## src/assert_macros.svh

```systemverilog
// Assertion macros used by the line maze path solver RTL.
`ifndef ASSERT_MACROS_SVH
`define ASSERT_MACROS_SVH

// Same-cycle implication, sampled on clk, off while rst_n is low.
`define LMPS_ASSERT_IMP(lbl, ante, cons, msg) \
  lbl: assert property (@(posedge clk) disable iff (!rst_n) (ante) |-> (cons)) \
    else $error(msg);

// Next-cycle implication, sampled on clk, off while rst_n is low.
`define LMPS_ASSERT_NXT(lbl, ante, cons, msg) \
  lbl: assert property (@(posedge clk) disable iff (!rst_n) (ante) |=> (cons)) \
    else $error(msg);

`endif

```

## src/lmps_pkg.sv

```systemverilog
// Types, codes and helper functions of the line maze path solver.
`default_nettype none

package lmps_pkg;

  localparam int LVL_W = 10;

  typedef logic [LVL_W-1:0] level_t;
  typedef logic [2:0]       cmd_t;
  typedef logic [2:0]       code_t;
  typedef logic [2:0]       cfg_idx_t;

  localparam level_t THR_RESET = 10'd512;

  // Motor commands
  localparam cmd_t CMD_STRAIGHT   = 3'd0;
  localparam cmd_t CMD_LEFT       = 3'd1;
  localparam cmd_t CMD_RIGHT      = 3'd2;
  localparam cmd_t CMD_SOFT_LEFT  = 3'd3;
  localparam cmd_t CMD_SOFT_RIGHT = 3'd4;
  localparam cmd_t CMD_UTURN      = 3'd5;
  localparam cmd_t CMD_STOP       = 3'd6;
  localparam cmd_t CMD_HOLD       = 3'd7;

  // Path store entry codes
  localparam code_t CODE_EMPTY    = 3'd0;
  localparam code_t CODE_BACK     = 3'd1;
  localparam code_t CODE_LEFT     = 3'd2;
  localparam code_t CODE_RIGHT    = 3'd3;
  localparam code_t CODE_STRAIGHT = 3'd4;

  // Configuration register indexes
  localparam cfg_idx_t CFG_FRONT_THR  = 3'd0;
  localparam cfg_idx_t CFG_LEFT_THR   = 3'd1;
  localparam cfg_idx_t CFG_CENTER_THR = 3'd2;
  localparam cfg_idx_t CFG_RIGHT_THR  = 3'd3;
  localparam cfg_idx_t CFG_END_THR    = 3'd4;
  localparam cfg_idx_t CFG_RUN_MODE   = 3'd5;

  // What the back end has to do with a request
  typedef enum logic [2:0] {
    OP_START,
    OP_CMD,
    OP_END,
    OP_DEAD_FINAL,
    OP_REC,
    OP_REPLAY
  } op_t;

  typedef struct packed {
    op_t   op;
    cmd_t  cmd;
    code_t code;
    logic  reduce;
  } item_t;

  typedef enum logic [2:0] {
    BK_IDLE,
    BK_RD_MID,
    BK_RD_FIRST,
    BK_WR_MID,
    BK_WR_LAST,
    BK_REPLAY
  } bk_state_t;

  typedef struct packed {
    logic  hit;
    code_t code;
  } fold_t;

  // Three-entry path reduction around a back entry
  function automatic fold_t reduce_rule(code_t first, code_t last);
    fold_t f;
    f.hit  = 1'b1;
    f.code = CODE_EMPTY;
    priority if (first == CODE_LEFT && last == CODE_RIGHT) begin
      f.code = CODE_BACK;
    end else if (first == CODE_LEFT && last == CODE_STRAIGHT) begin
      f.code = CODE_RIGHT;
    end else if (first == CODE_LEFT && last == CODE_LEFT) begin
      f.code = CODE_STRAIGHT;
    end else if (first == CODE_STRAIGHT && last == CODE_LEFT) begin
      f.code = CODE_RIGHT;
    end else if (first == CODE_STRAIGHT && last == CODE_STRAIGHT) begin
      f.code = CODE_BACK;
    end else if (first == CODE_RIGHT && last == CODE_LEFT) begin
      f.code = CODE_BACK;
    end else begin
      f.hit = 1'b0;
    end
    return f;
  endfunction

  function automatic cmd_t replay_cmd(code_t c);
    cmd_t m;
    priority if (c == CODE_LEFT) begin
      m = CMD_LEFT;
    end else if (c == CODE_STRAIGHT) begin
      m = CMD_STRAIGHT;
    end else if (c == CODE_RIGHT) begin
      m = CMD_RIGHT;
    end else begin
      m = CMD_HOLD;
    end
    return m;
  endfunction

endpackage

`default_nettype wire

```

## src/lmps_if.sv

```systemverilog
// Valid/ready channel interfaces for sensor requests and solver results.
`default_nettype none

interface lmps_in_if;
  import lmps_pkg::*;
  logic   valid;
  logic   ready;
  logic   func;
  level_t front_level;
  level_t left_level;
  level_t center_level;
  level_t right_level;
  level_t end_level;

  modport source (output valid, func, front_level, left_level, center_level,
                  right_level, end_level, input ready);
  modport sink (input valid, func, front_level, left_level, center_level,
                right_level, end_level, output ready);
endinterface

interface lmps_out_if #(parameter int CNT_W = 9);
  import lmps_pkg::*;
  logic             valid;
  logic             ready;
  cmd_t             motor_cmd;
  logic [CNT_W-1:0] path_length;
  logic             at_end;
  logic             path_overflow;

  modport source (output valid, motor_cmd, path_length, at_end, path_overflow,
                  input ready);
  modport sink (input valid, motor_cmd, path_length, at_end, path_overflow,
                output ready);
endinterface

`default_nettype wire

```

## src/line_maze_path_solver_core.sv

```systemverilog
// Top level of the line maze path solver: front end, request queue and path sequencer.
//
//   channel  dir  handshake        contents
//   in_ch    in   valid/ready      func, four sensor levels, end level
//   out_ch   out  valid/ready      motor_cmd, path_length, at_end, path_overflow
//   cfg_*    in   cfg_we only      cfg_idx selects register, cfg_wdata value
//
// Plain commands, start, end, dead ends and records without reduction check are handled by
// the sequencer in its idle state; a final-run replay first reads its entry; a trial junction
// record is stretched by the single path store port (up to two entry reads, up to three writes).
// in_ch takes a request every cycle while the two-entry queue has room.
// rst_n (synchronous) sets thresholds to 512, trial mode and count 0; the store is kept.
// out_ch.ready low holds the result register, then the sequencer, then in_ch.ready.
`default_nettype none
`include "assert_macros.svh"

module line_maze_path_solver_core #(
  parameter int PATH_DEPTH = 256
) (
  input  logic              clk,
  input  logic              rst_n,
  lmps_in_if.sink           in_ch,
  lmps_out_if.source        out_ch,
  input  logic              cfg_we,
  input  lmps_pkg::cfg_idx_t cfg_idx,
  input  lmps_pkg::level_t  cfg_wdata
);
  import lmps_pkg::*;

  localparam int CNT_W = $clog2(PATH_DEPTH + 1);
  localparam logic [CNT_W-1:0] DEPTH_C = CNT_W'(PATH_DEPTH);

  logic  push_valid, push_ready, q_valid, q_pop;
  item_t push_item, q_item;

  lmps_front u_front (
    .clk        (clk),
    .rst_n      (rst_n),
    .in_ch      (in_ch),
    .cfg_we     (cfg_we),
    .cfg_idx    (cfg_idx),
    .cfg_wdata  (cfg_wdata),
    .push_valid (push_valid),
    .push_ready (push_ready),
    .push_item  (push_item)
  );

  lmps_queue u_queue (
    .clk        (clk),
    .rst_n      (rst_n),
    .push_valid (push_valid),
    .push_ready (push_ready),
    .push_item  (push_item),
    .pop_valid  (q_valid),
    .pop        (q_pop),
    .pop_item   (q_item)
  );

  lmps_back #(
    .PATH_DEPTH (PATH_DEPTH)
  ) u_back (
    .clk     (clk),
    .rst_n   (rst_n),
    .q_valid (q_valid),
    .q_pop   (q_pop),
    .q_item  (q_item),
    .out_ch  (out_ch)
  );

  `LMPS_ASSERT_IMP(a_len_bound, out_ch.valid, out_ch.path_length <= DEPTH_C, "path length past depth")
  `LMPS_ASSERT_IMP(a_end_stop, out_ch.valid && out_ch.at_end, out_ch.motor_cmd == CMD_STOP && !out_ch.path_overflow, "end without stop")
  `LMPS_ASSERT_IMP(a_ovf_full, out_ch.valid && out_ch.path_overflow, out_ch.path_length == DEPTH_C, "overflow below depth")
  `LMPS_ASSERT_NXT(a_queue_hold, q_valid && !push_ready, q_valid, "full queue emptied in one cycle")

endmodule

`default_nettype wire

```

## src/lmps_front.sv

```systemverilog
// Front end: threshold registers, sensor pattern decode and request classification.
`default_nettype none

module lmps_front (
  input  logic              clk,
  input  logic              rst_n,
  lmps_in_if.sink           in_ch,
  input  logic              cfg_we,
  input  lmps_pkg::cfg_idx_t cfg_idx,
  input  lmps_pkg::level_t  cfg_wdata,
  output logic              push_valid,
  input  logic              push_ready,
  output lmps_pkg::item_t   push_item
);
  import lmps_pkg::*;

  level_t fthr_r, lthr_r, cthr_r, rthr_r, ethr_r;
  logic   run_mode_r;
  logic [3:0] pat;

  function automatic item_t junction(logic mode, code_t c, cmd_t m);
    item_t it;
    it.op     = mode ? OP_REPLAY : OP_REC;
    it.cmd    = mode ? CMD_HOLD : m;
    it.code   = c;
    it.reduce = 1'b1;
    return it;
  endfunction

  always_ff @(posedge clk) begin
    if (!rst_n) begin
      fthr_r     <= THR_RESET;
      lthr_r     <= THR_RESET;
      cthr_r     <= THR_RESET;
      rthr_r     <= THR_RESET;
      ethr_r     <= THR_RESET;
      run_mode_r <= 1'b0;
    end else if (cfg_we) begin
      unique case (cfg_idx)
        CFG_FRONT_THR:  fthr_r     <= cfg_wdata;
        CFG_LEFT_THR:   lthr_r     <= cfg_wdata;
        CFG_CENTER_THR: cthr_r     <= cfg_wdata;
        CFG_RIGHT_THR:  rthr_r     <= cfg_wdata;
        CFG_END_THR:    ethr_r     <= cfg_wdata;
        CFG_RUN_MODE:   run_mode_r <= cfg_wdata[0];
        default: ;
      endcase
    end
  end

  // Front, left, center, right; 1 = black
  assign pat = {in_ch.front_level >= fthr_r, in_ch.left_level >= lthr_r,
                in_ch.center_level >= cthr_r, in_ch.right_level >= rthr_r};

  always_comb begin
    push_item.op     = OP_CMD;
    push_item.cmd    = CMD_STRAIGHT;
    push_item.code   = CODE_EMPTY;
    push_item.reduce = 1'b0;
    if (in_ch.func) begin
      push_item.op  = OP_START;
      push_item.cmd = CMD_HOLD;
    end else begin
      unique case (pat)
        4'h5: push_item.cmd = CMD_STRAIGHT;
        4'h9: push_item.cmd = CMD_LEFT;
        4'hC: push_item.cmd = CMD_RIGHT;
        4'hB, 4'hD: push_item.cmd = CMD_SOFT_LEFT;
        4'hE: push_item.cmd = CMD_SOFT_RIGHT;
        4'hF: begin
          // dead end: record back in the trial run, skip an entry in the final run
          push_item.op   = run_mode_r ? OP_DEAD_FINAL : OP_REC;
          push_item.cmd  = CMD_UTURN;
          push_item.code = CODE_BACK;
        end
        4'h8, 4'h1: push_item = junction(run_mode_r, CODE_LEFT, CMD_LEFT);
        4'h4: push_item = junction(run_mode_r, CODE_STRAIGHT, CMD_STRAIGHT);
        4'h0: begin
          if (in_ch.end_level >= ethr_r) begin
            push_item.op  = OP_END;
            push_item.cmd = CMD_STOP;
          end else begin
            push_item = junction(run_mode_r, CODE_LEFT, CMD_LEFT);
          end
        end
        default: push_item.cmd = CMD_STRAIGHT;
      endcase
    end
  end

  assign push_valid  = in_ch.valid;
  assign in_ch.ready = push_ready;

endmodule

`default_nettype wire

```

## src/lmps_queue.sv

```systemverilog
// Two-entry request queue between the front end and the path sequencer.
`default_nettype none

module lmps_queue (
  input  logic            clk,
  input  logic            rst_n,
  input  logic            push_valid,
  output logic            push_ready,
  input  lmps_pkg::item_t push_item,
  output logic            pop_valid,
  input  logic            pop,
  output lmps_pkg::item_t pop_item
);
  import lmps_pkg::*;

  localparam int QD = 2;
  localparam int QC_W = $clog2(QD + 1);

  item_t           ent_r [QD];
  logic            wr_ptr_r, rd_ptr_r;
  logic [QC_W-1:0] cnt_r;
  logic            do_push, do_pop;

  assign push_ready = (cnt_r != QC_W'(QD));
  assign pop_valid  = (cnt_r != '0);
  assign pop_item   = ent_r[rd_ptr_r];
  assign do_push    = push_valid && push_ready;
  assign do_pop     = pop && pop_valid;

  always_ff @(posedge clk) begin
    if (!rst_n) begin
      wr_ptr_r <= 1'b0;
      rd_ptr_r <= 1'b0;
      cnt_r    <= '0;
    end else begin
      if (do_push) wr_ptr_r <= ~wr_ptr_r;
      if (do_pop)  rd_ptr_r <= ~rd_ptr_r;
      if (do_push && !do_pop) begin
        cnt_r <= cnt_r + QC_W'(1);
      end else if (do_pop && !do_push) begin
        cnt_r <= cnt_r - QC_W'(1);
      end
    end
  end

  always_ff @(posedge clk) begin
    if (do_push) ent_r[wr_ptr_r] <= push_item;
  end

endmodule

`default_nettype wire

```

## src/lmps_back.sv

```systemverilog
// Back end: path store, junction count, record/reduce/replay sequencer and result register.
`default_nettype none

module lmps_back #(
  parameter int PATH_DEPTH = 256
) (
  input  logic            clk,
  input  logic            rst_n,
  input  logic            q_valid,
  output logic            q_pop,
  input  lmps_pkg::item_t q_item,
  lmps_out_if.source      out_ch
);
  import lmps_pkg::*;

  localparam int CNT_W = $clog2(PATH_DEPTH + 1);
  localparam int AW    = $clog2(PATH_DEPTH);
  localparam logic [CNT_W-1:0] DEPTH_C = CNT_W'(PATH_DEPTH);
  localparam logic [CNT_W-1:0] TWO_C   = CNT_W'(2);

  bk_state_t        state_r, state_nxt;
  item_t            op_r, cur;
  logic             op_ld;
  logic [CNT_W-1:0] cnt_r, cnt_nxt, cnt_p1, cnt_m1, cnt_m2;
  logic             full, needs_rd;

  code_t            mem [PATH_DEPTH];
  logic             rd_en, wr_en;
  logic [AW-1:0]    rd_addr, wr_addr;
  code_t            rd_data_r, wr_data;
  fold_t            fold;

  logic             out_free, res_ld, res_end, res_ovf;
  cmd_t             res_cmd;
  logic             out_valid_r, at_end_r, ovf_r;
  cmd_t             cmd_r;
  logic [CNT_W-1:0] plen_r;

  assign cur      = (state_r == BK_IDLE) ? q_item : op_r;
  assign full     = (cnt_r >= DEPTH_C);
  assign cnt_p1   = cnt_r + CNT_W'(1);
  assign cnt_m1   = cnt_r - CNT_W'(1);
  assign cnt_m2   = cnt_r - TWO_C;
  assign needs_rd = cur.reduce && (cnt_r >= TWO_C) && !full;
  assign fold     = reduce_rule(rd_data_r, op_r.code);
  assign out_free = !out_valid_r || out_ch.ready;

  // Next state
  always_comb begin
    state_nxt = state_r;
    unique case (state_r)
      BK_IDLE: begin
        if (q_valid) begin
          if (cur.op == OP_REC && needs_rd) begin
            state_nxt = BK_RD_MID;
          end else if (cur.op == OP_REPLAY && !full) begin
            state_nxt = BK_REPLAY;
          end
        end
      end
      BK_RD_MID: begin
        if (rd_data_r == CODE_BACK) begin
          state_nxt = BK_RD_FIRST;
        end else if (out_free) begin
          state_nxt = BK_IDLE;
        end
      end
      BK_RD_FIRST: begin
        if (fold.hit) begin
          state_nxt = BK_WR_MID;
        end else if (out_free) begin
          state_nxt = BK_IDLE;
        end
      end
      BK_WR_MID:  state_nxt = BK_WR_LAST;
      BK_WR_LAST: if (out_free) state_nxt = BK_IDLE;
      BK_REPLAY:  if (out_free) state_nxt = BK_IDLE;
      default:    state_nxt = BK_IDLE;
    endcase
  end

  // Outputs: memory port, queue pop, count update, result load
  always_comb begin
    q_pop   = 1'b0;
    op_ld   = 1'b0;
    rd_en   = 1'b0;
    rd_addr = cnt_r[AW-1:0];
    wr_en   = 1'b0;
    wr_addr = cnt_r[AW-1:0];
    wr_data = cur.code;
    res_ld  = 1'b0;
    res_cmd = cur.cmd;
    res_end = 1'b0;
    res_ovf = 1'b0;
    cnt_nxt = cnt_r;
    unique case (state_r)
      BK_IDLE: begin
        if (q_valid) begin
          unique case (cur.op)
            OP_START: begin
              if (out_free) begin
                q_pop   = 1'b1;
                res_ld  = 1'b1;
                res_cmd = CMD_HOLD;
                cnt_nxt = '0;
              end
            end
            OP_END: begin
              if (out_free) begin
                q_pop   = 1'b1;
                res_ld  = 1'b1;
                res_cmd = CMD_STOP;
                res_end = 1'b1;
              end
            end
            OP_DEAD_FINAL: begin
              if (out_free) begin
                q_pop   = 1'b1;
                res_ld  = 1'b1;
                res_cmd = CMD_UTURN;
                if (!full) cnt_nxt = cnt_p1;
              end
            end
            OP_REC: begin
              if (full) begin
                // drop the record, keep the command
                if (out_free) begin
                  q_pop   = 1'b1;
                  res_ld  = 1'b1;
                  res_ovf = 1'b1;
                end
              end else if (needs_rd) begin
                q_pop   = 1'b1;
                op_ld   = 1'b1;
                rd_en   = 1'b1;
                rd_addr = cnt_m1[AW-1:0];
              end else if (out_free) begin
                q_pop   = 1'b1;
                res_ld  = 1'b1;
                wr_en   = 1'b1;
                cnt_nxt = cnt_p1;
              end
            end
            OP_REPLAY: begin
              if (full) begin
                if (out_free) begin
                  q_pop   = 1'b1;
                  res_ld  = 1'b1;
                  res_cmd = CMD_HOLD;
                end
              end else begin
                q_pop = 1'b1;
                op_ld = 1'b1;
                rd_en = 1'b1;
              end
            end
            default: begin
              if (out_free) begin
                q_pop  = 1'b1;
                res_ld = 1'b1;
              end
            end
          endcase
        end
      end
      BK_RD_MID: begin
        if (rd_data_r == CODE_BACK) begin
          rd_en   = 1'b1;
          rd_addr = cnt_m2[AW-1:0];
        end else if (out_free) begin
          res_ld  = 1'b1;
          wr_en   = 1'b1;
          cnt_nxt = cnt_p1;
        end
      end
      BK_RD_FIRST: begin
        if (fold.hit) begin
          wr_en   = 1'b1;
          wr_addr = cnt_m2[AW-1:0];
          wr_data = fold.code;
        end else if (out_free) begin
          res_ld  = 1'b1;
          wr_en   = 1'b1;
          cnt_nxt = cnt_p1;
        end
      end
      BK_WR_MID: begin
        wr_en   = 1'b1;
        wr_addr = cnt_m1[AW-1:0];
        wr_data = CODE_EMPTY;
      end
      BK_WR_LAST: begin
        // clear the slot of the new entry and shrink the path by one: first, back and new fold into one
        if (out_free) begin
          wr_en   = 1'b1;
          wr_data = CODE_EMPTY;
          res_ld  = 1'b1;
          cnt_nxt = cnt_m1;
        end
      end
      BK_REPLAY: begin
        if (out_free) begin
          res_ld  = 1'b1;
          res_cmd = replay_cmd(rd_data_r);
          cnt_nxt = cnt_p1;
        end
      end
      default: ;
    endcase
  end

  always_ff @(posedge clk) begin
    if (!rst_n) begin
      state_r     <= BK_IDLE;
      cnt_r       <= '0;
      out_valid_r <= 1'b0;
    end else begin
      state_r <= state_nxt;
      cnt_r   <= cnt_nxt;
      if (res_ld) begin
        out_valid_r <= 1'b1;
      end else if (out_ch.ready) begin
        out_valid_r <= 1'b0;
      end
    end
  end

  always_ff @(posedge clk) begin
    if (op_ld) op_r <= q_item;
    if (res_ld) begin
      cmd_r    <= res_cmd;
      plen_r   <= cnt_nxt;
      at_end_r <= res_end;
      ovf_r    <= res_ovf;
    end
  end

  always_ff @(posedge clk) begin
    if (wr_en) mem[wr_addr] <= wr_data;
    if (rd_en) rd_data_r <= mem[rd_addr];
  end

  assign out_ch.valid         = out_valid_r;
  assign out_ch.motor_cmd     = cmd_r;
  assign out_ch.path_length   = plen_r;
  assign out_ch.at_end        = at_end_r;
  assign out_ch.path_overflow = ovf_r;

endmodule

`default_nettype wire
```

## src/flat_wrapper.sv

```systemverilog
// flat-port wrapper written by rule: the top's interface ports become plain ports
module line_maze_path_solver_core_flat import lmps_pkg::*;
#(
  parameter int PATH_DEPTH = 256
)
  (clk, rst_n, cfg_we, cfg_idx, cfg_wdata, in_ch_valid, in_ch_func, in_ch_front_level, in_ch_left_level, in_ch_center_level, in_ch_right_level, in_ch_end_level, in_ch_ready, out_ch_valid, out_ch_motor_cmd, out_ch_path_length, out_ch_at_end, out_ch_path_overflow, out_ch_ready);
  lmps_in_if in_ch_i ();
  lmps_out_if out_ch_i ();
  input  logic clk;
  input  logic rst_n;
  input  logic cfg_we;
  input  lmps_pkg::cfg_idx_t cfg_idx;
  input  lmps_pkg::level_t cfg_wdata;
  input wire logic [$bits(in_ch_i.valid)-1:0] in_ch_valid;
  input wire logic [$bits(in_ch_i.func)-1:0] in_ch_func;
  input wire logic [$bits(in_ch_i.front_level)-1:0] in_ch_front_level;
  input wire logic [$bits(in_ch_i.left_level)-1:0] in_ch_left_level;
  input wire logic [$bits(in_ch_i.center_level)-1:0] in_ch_center_level;
  input wire logic [$bits(in_ch_i.right_level)-1:0] in_ch_right_level;
  input wire logic [$bits(in_ch_i.end_level)-1:0] in_ch_end_level;
  output wire logic [$bits(in_ch_i.ready)-1:0] in_ch_ready;
  output wire logic [$bits(out_ch_i.valid)-1:0] out_ch_valid;
  output wire logic [$bits(out_ch_i.motor_cmd)-1:0] out_ch_motor_cmd;
  output wire logic [$bits(out_ch_i.path_length)-1:0] out_ch_path_length;
  output wire logic [$bits(out_ch_i.at_end)-1:0] out_ch_at_end;
  output wire logic [$bits(out_ch_i.path_overflow)-1:0] out_ch_path_overflow;
  input wire logic [$bits(out_ch_i.ready)-1:0] out_ch_ready;
  assign in_ch_i.valid = in_ch_valid;
  assign in_ch_i.func = in_ch_func;
  assign in_ch_i.front_level = in_ch_front_level;
  assign in_ch_i.left_level = in_ch_left_level;
  assign in_ch_i.center_level = in_ch_center_level;
  assign in_ch_i.right_level = in_ch_right_level;
  assign in_ch_i.end_level = in_ch_end_level;
  assign in_ch_ready = in_ch_i.ready;
  assign out_ch_valid = out_ch_i.valid;
  assign out_ch_motor_cmd = out_ch_i.motor_cmd;
  assign out_ch_path_length = out_ch_i.path_length;
  assign out_ch_at_end = out_ch_i.at_end;
  assign out_ch_path_overflow = out_ch_i.path_overflow;
  assign out_ch_i.ready = out_ch_ready;
  line_maze_path_solver_core #(.PATH_DEPTH(PATH_DEPTH)) u_core (.clk(clk), .rst_n(rst_n), .in_ch(in_ch_i), .out_ch(out_ch_i), .cfg_we(cfg_we), .cfg_idx(cfg_idx), .cfg_wdata(cfg_wdata));
endmodule
```

## config.mk

```make
export PLATFORM = sky130hd
export DESIGN_NAME = line_maze_path_solver_core_flat
export DESIGN_NICKNAME = d
export VERILOG_FILES = /design/src/lmps_pkg.sv /design/src/lmps_if.sv /design/src/line_maze_path_solver_core.sv /design/src/lmps_front.sv /design/src/lmps_queue.sv /design/src/lmps_back.sv /design/src/flat_wrapper.sv
export VERILOG_INCLUDE_DIRS = /design/src /design/src/src
export SDC_FILE = /design/constraint.sdc
export NUM_CORES = 1
export LEC_CHECK = 0
export ABC_AREA = 0
export ABC_CLOCK_PERIOD_IN_PS = 21100
export BUFFER_PORTS_ARGS = -buffer_cell sky130_fd_sc_hd__buf_2
export CORE_MARGIN = 2
export CORE_UTILIZATION = 55
export CTS_BUF_LIST = sky130_fd_sc_hd__clkbuf_8
export CTS_CLUSTER_DIAMETER = 40
export DETAILED_ROUTE_END_ITERATION = 8
export PLACE_DENSITY = 0.71
export SYNTH_ARGS = -nofsm -noshare
export SYNTH_HDL_FRONTEND = slang
export SYNTH_SLANG_ARGS = --single-unit
export TNS_END_PERCENT = 30
```

## constraint.sdc

```tcl
create_clock -name clk -period 21.1 [get_ports clk]
set_clock_uncertainty 0.15 [all_clocks]
set_input_delay 3.165 -clock clk [delete_from_list [all_inputs] [get_ports clk]]
set_output_delay 3.165 -clock clk [all_outputs]
set_load 0.005 [all_outputs]
```

# Word-level counts from Yosys, hierarchy flattened
# Memory sizes are Yosys's and may differ from the RTL's. A register that Yosys moved wholly into a read port is not among the register bits.
# Cells that the tools add are included.
totals:
  regBits: 92
  n_memories: 2
  out_inout_bits: 16
  mem_bits_rw: 788
  in_bits: 69
mem_list:
  columns: ["memory", "depth", "word_bits", "rd", "rd_clocked_by_memory_dff", "wr", "line_no", "text"]
  rows:
  - ["u_core.u_back.mem", 256, 3, 1, 1, 1, "lmps_back.sv:27", "code_t mem [PATH_DEPTH];"]
  - ["u_core.u_queue.ent_r", 2, 10, 1, 1, 1, "lmps_queue.sv:19", "item_t ent_r [QD];"]
op_classes:
  reduce_logical: 39
  n_bitwise: 2
  add_sub_neg: 5
  mux: 104
  eq_ne: 33
  n_lt_le_gt_ge: 7
ops:
  columns: ["cell", "count"]
  rows:
  - ["$mux 9", 10]
  - ["$mux 3", 24]
  - ["$ge 10x10->1", 5]
  - ["$mux 8", 6]
  - ["$pmux 9 s5", 1]
  - ["$mux 1", 39]
  - ["$pmux 8 s2", 2]
  - ["$eq 3x2->1 const B", 10]
  - ["$eq 4x4->1 const B", 7]
  - ["$pmux 9 s3", 1]
  - ["$eq 3x3->1 const B", 8]
  - ["$pmux 3 s4", 2]
  - ["$pmux 3 s8", 1]
  - ["$pmux 3 s3", 2]
  - ["$pmux 3 s5", 1]
  - ["$logic_and 1x1->1", 14]
  - ["$reduce_and 2->1", 7]
  - ["$mux 6", 2]
  - ["$mux 10", 1]
  - ["$pmux 1 s2", 5]
  - ["$add 9x1->9 const B", 1]
  - ["$eq 3x1->1 const B", 3]
  - ["$ge 9x2->1 const B", 1]
  - ["$ge 9x9->1 const B", 1]
  - ["23 further kinds", 36]

# Logic depth before layout (Yosys ltp)
depth:
  ltp_word: 13
  ltp_mapped: 20
  mapped_depth_nobuf: 13

# Cells and area by module
# Synthesis repeated with hierarchy kept, for this count alone.
unflattened:
  cells_unflattened: 3495
  hier_area_um2: 39706.8
by_module_without_submodules:
  columns: ["mod", "seq_area_each_um2", "area_per_inst_um2", "n_inst", "cells_per_inst"]
  rows:
  - ["lmps_back", 24133.1, 35377.7, 1, 3002]
  - ["lmps_front", 1021.0, 3368.2, 1, 438]
  - ["lmps_queue", 700.7, 960.9, 1, 55]

# Least setup slack after synthesis
# Ideal clock, no wire load.
synth_timing:
  path_kind: "input port to flip-flop"
  startpoint: "in out_ch_ready"
  endpoint: "mem u_core.u_back.mem[0][0] in the netlist's numbering, data pin"
  slack_ns: 5.154
  n_path_buf: 1
  path_stages: 5
  arrival_time_ns: 13.608
  path_cell_list: "nand2b_1 > clkbuf_1 > nand2_1 > nand2_1 > o21ai_0"
synth_via:
  elab_chain_len: 3
synth_lines:
  columns: ["item", "line_no", "text"]
  rows:
  - ["start, declared", "flat_wrapper.sv:27", "input wire logic [$bits(out_ch_i.ready)-1:0] out_ch_ready;"]
  - ["$logic_or 1x1->1", "lmps_back.sv:46", "assign out_free = !out_valid_r || out_ch.ready;"]
  - ["$mux 3", "lmps_back.sv:194", "if (out_free) begin"]
  - ["$pmux 3 s3", "lmps_back.sv:96", "unique case (state_r)"]
  - ["net u_core.u_back.wr_data[0]", "lmps_back.sv:30", "code_t rd_data_r, wr_data;"]
  - ["end, declared", "lmps_back.sv:27", null]
# The timed path passes the listed nets, and every way through them passes these cells.

# Worst setup path after layout
layout_timing:
  startpoint: "in out_ch_ready"
  endpoint: "mem u_core.u_back.mem[52][2] in the netlist's numbering, data pin"
# Same word-level chain as after synthesis.

==> flow_summary.ini <==
[timing]
slew_headroom = 0.0941
min_period_ns = 7.12
period_share = 0.337
slew_violations = 0
setup_viol = 0
tightest_slew_ns = 1.36
final_hold_viol_count = 0
rsz0062_at_grt = false
setup-tns-final_ns = 0
fmax_mhz = 141

[yosys]
ys_async_sr_fraction = 0
netlist_area_mm2 = 0.0397
synthTopCellsByCount = edfxtp_1 (815), nand2_1 (739), nor2_1 (337)
synth_top_cell_by_area = edfxtp_1
synthAdderAreaFrac = 0.0183
yosysMostFrequentCell = edfxtp_1
yosys.area_share.simple = 0.165
synth_top_flop_cell = edfxtp_1
synth_compound_area_frac = 0.0944
netlist_instances = 3390
synth_cell_types = 84
yosysTopAreaCellShare = 0.616
yosys-top-cells-area = edfxtp_1 (62%), nand2_1 (7.0%), dfxtp_1 (3.5%)
synth-seq-area-share = 0.651
syn_nets = 3517
synth_top_family_by_area = simple AND/OR/NAND/NOR gates
synth_mux_area_frac = 0.0308
synth_seq_cells = 884
avgSynthCellArea_um2 = 11.7
synth_edf_count = 815
synth_xor_area_frac = 0.00746
synth_warnings = 0

[finish]
fin_cells = 4518
fin_nets = 3576
fin_area_mm2 = 0.0436
drive_above_1_share = 0.111
area_growth_pct = 9.74

[global_routing]
grt_overflow = 0
grt_antenna_before_repair = 3
grtUsageMet2 = 0.462
grt_max_degree = 257
grt_pass1_vias = 27800
track_usage = 0.297
busiest_layer = met2
use_met3 = 0.0735
grtUsageMet1 = 0.393
grt_pass1_wl_um = 166000

[power]
p_switching_w = 0.00248
power_frac_clock = 0.238
leakage_nw = 14.9
fin_total_pwr_w = 0.00608
ir_drop_v = 0.000120
powerDensity_mw_per_mm2 = 139
power_frac_comb = 0.385
seqPwrFrac = 0.377
switching_share = 0.407
p_int_w = 0.00361

[place]
placedCellCount = 4248
dpl.hpwl_um = 66600
place.gp.congestion = 0.897
place_area_mm2 = 0.0408
port_buffers = 84

[setup_path]
worstRegToRegCells = 14
cp_cell_sequence = buf_2 > nand2b_1 > nand2_1 > nand2_1 > o21ai_4 > buf_4 > buf_4
end_kind = flip-flop
crit_arrival_ns = 7.39
cpPeakStageDelay_ns = 1.01
r2r-end = u_core.u_back.rd_data_r[0]$_DFFE_PP_
slowest_stage = buf_4
reg2reg_slack_ns = 14.10
crit_family = buffers and inverters
cp.required_ns = 21.38
worstSetupPathType = in -> reg
timing.rr.start = u_core.u_back.state_r[2]$_SDFFE_PN0P_
critical_path_peak_fanout = 116
crit_start = out_ch_ready
start_kind = input pin
worst-path-buf-inv = 3

[hold_path]
hold_start = u_core.u_front.ethr_r[5]$_SDFFE_PN0P_
min_to = u_core.u_front.ethr_r[5]$_SDFFE_PN0P_
hold-path-cell-count = 2
worstHoldPathType = reg -> reg

[clock_tree]
h-tree-depth = 4
cts.clk_slew.worst_paths_ns = 0.06
clock_sinks = 884
cts_buffers = 149
postCtsResizedCells = 0
cts_hold_buffers = 0
clk_latency_ns = 0.83
clockBufferDepth = 3
post-cts-setup-buffers = 0
root_buffer = clkbuf_8
cts_tree = built

[detailed_routing]
routed_via_density = 6.34
totalWireLength_um = 111000
drtIter0Drc = 3990
drc = 0
antenna_left = 0
via_count = 28700
routedWlPerCell_um = 24.6
first_pass_iters = 6

[die]
initial_core_util = 0.556
num_rows = 98
die_h_um = 273
ios = 85
core_area_mm2 = 0.0715
die_area_mm2 = 0.0744
fp.dieW_um = 273

[outcome]
status = completed

[flow_run]
timing.max_cap.violations = 0
layout by cell type, fill, tap and decap left out, types with 19 or more instances in the layout:
master	synthesis	final
a211oi_1	25	25
a21boi_0	53	53
a21o_1	32	32
a21oi_1	83	83
a22oi_1	19	19
a311oi_1	48	48
a31oi_1	39	39
and2_1	20	20
and3_1	41	41
buf_2	57	84
buf_4	10	40
clkbuf_8	0	150
clkinv_1	3	32
dfxtp_1	69	69
edfxtp_1	815	815
ha_1	58	58
inv_1	64	110
mux2i_1	58	58
mux4_2	24	24
nand2_1	739	738
nand3_1	242	242
nand4_1	30	30
nor2_1	337	335
nor3_1	30	30
o211ai_1	21	21
o21ai_0	63	61
sequential cells by signal (all words and copies together) (netlist names), named ones only:
| register | cells |
|---|---|
| u_core.u_front.lthr_r | 10 |
| u_core.u_queue.rd_ptr_r | 1 |
| u_core.u_back.out_ch.path_overflow | 1 |
| u_core.u_queue.ent_r | 20 |
| u_core.u_front.cthr_r | 10 |
| u_core.u_queue.wr_ptr_r | 1 |
| u_core.u_front.ethr_r | 10 |
| u_core.u_front.fthr_r | 10 |
| u_core.u_back.cnt_r | 9 |
| u_core.u_front.rthr_r | 10 |
| u_core.u_back.op_r | 10 |
| u_core.u_queue.cnt_r | 2 |
| u_core.u_back.out_ch.at_end | 1 |
| u_core.u_back.out_ch.motor_cmd | 3 |
| u_core.u_back.rd_data_r | 3 |
| u_core.u_back.mem | 768 |
| u_core.u_front.run_mode_r | 1 |
| u_core.u_back.out_ch.path_length | 9 |
| u_core.u_back.state_r | 3 |
| u_core.u_back.out_ch.valid | 1 |
power by group through the flow:
stage | registers (W) | clock network (W) | logic [W]
final | 0.00229 | 0.00145 | 0.00234
after floorplan | 0.00246 | 0 | 0.00147
after detailed placement | 0.00232 | 0 | 0.00227
after global routing | 0.00230 | 0.00155 | 0.00246
after global placement | 0.00232 | 0 | 0.00225
after CTS | 0.00229 | 0.00147 | 0.00228
per-layer routing:
layer  part of all wire  routed length (um)
met1               0.38               42300
met4              0.048                5330
met3               0.11               12700
met2               0.46               50700
met5            0.00026                  29
worst max path at each step:
stage,to,cells after the start
2_1_floorplan,u_core.u_back.mem[0][0]$_DFFE_PP_,5
3_3_place_gp,u_core.u_back.mem[38][2]$_DFFE_PP_,7
3_5_place_dp,u_core.u_back.mem[57][2]$_DFFE_PP_,7
4_1_cts,u_core.u_back.rd_data_r[0]$_DFFE_PP_,14
5_1_grt,u_core.u_back.rd_data_r[2]$_DFFE_PP_,13
6_report,u_core.u_back.mem[52][2]$_DFFE_PP_,7
worst register-to-register path, cell delays in order, from the launching register on:
cell,delay (ns)
dfxtp_1,0.52
nor3_4,0.71
mux2i_1,0.62
o311a_1,0.76
or3_4,0.76
buf_12,0.66
buf_4,0.86
nand2_1,0.14
a311oi_1,0.39
a311oi_1,0.12
a31oi_1,0.31
a2111o_1,0.26
o311ai_0,0.18
buf_4,0.20
a22oi_1,0.20
layout make-up:
cell class | count | area [um^2]
diodes | 1 | 2.50
multi-input cells | 2217 | 12700
well taps | 950 | 1190
clock buffers | 150 | 2060
clock inverters | 119 | 739
flip-flops and latches | 884 | 25900
fillers | 5594 | 27900
repair buffers | 130 | 841
inverters | 67 | 251
per-stage QoR:
step	setup WS [ns]	hold slack (ns)	utilization
after detailed placement	13.28	0.312	0.571
after CTS	14.14	0.320	0.610
after global routing	13.78	0.337	0.610
final	13.98	0.316	0.610
after floorplan	5.15	0.293	-
after global placement	13.32	0.305	0.571
logic make-up (layout without fill, tap and decap cells):
| kind of cell | Yosys count | count (layout) |
|---|---|---|
| multiplexers | 91 | 91 |
| flip-flops | 884 | 884 |
| XOR/XNOR | 33 | 33 |
| other | 0 | 1 |
| buffers and inverters | 289 | 466 |
| adder cells (fa/ha/maj) | 58 | 58 |
| AO/OA/AOI/OAI | 520 | 520 |
| AND/OR/NAND/NOR | 1515 | 1515 |
No activity file was read; power rests on OpenSTA's default activity.
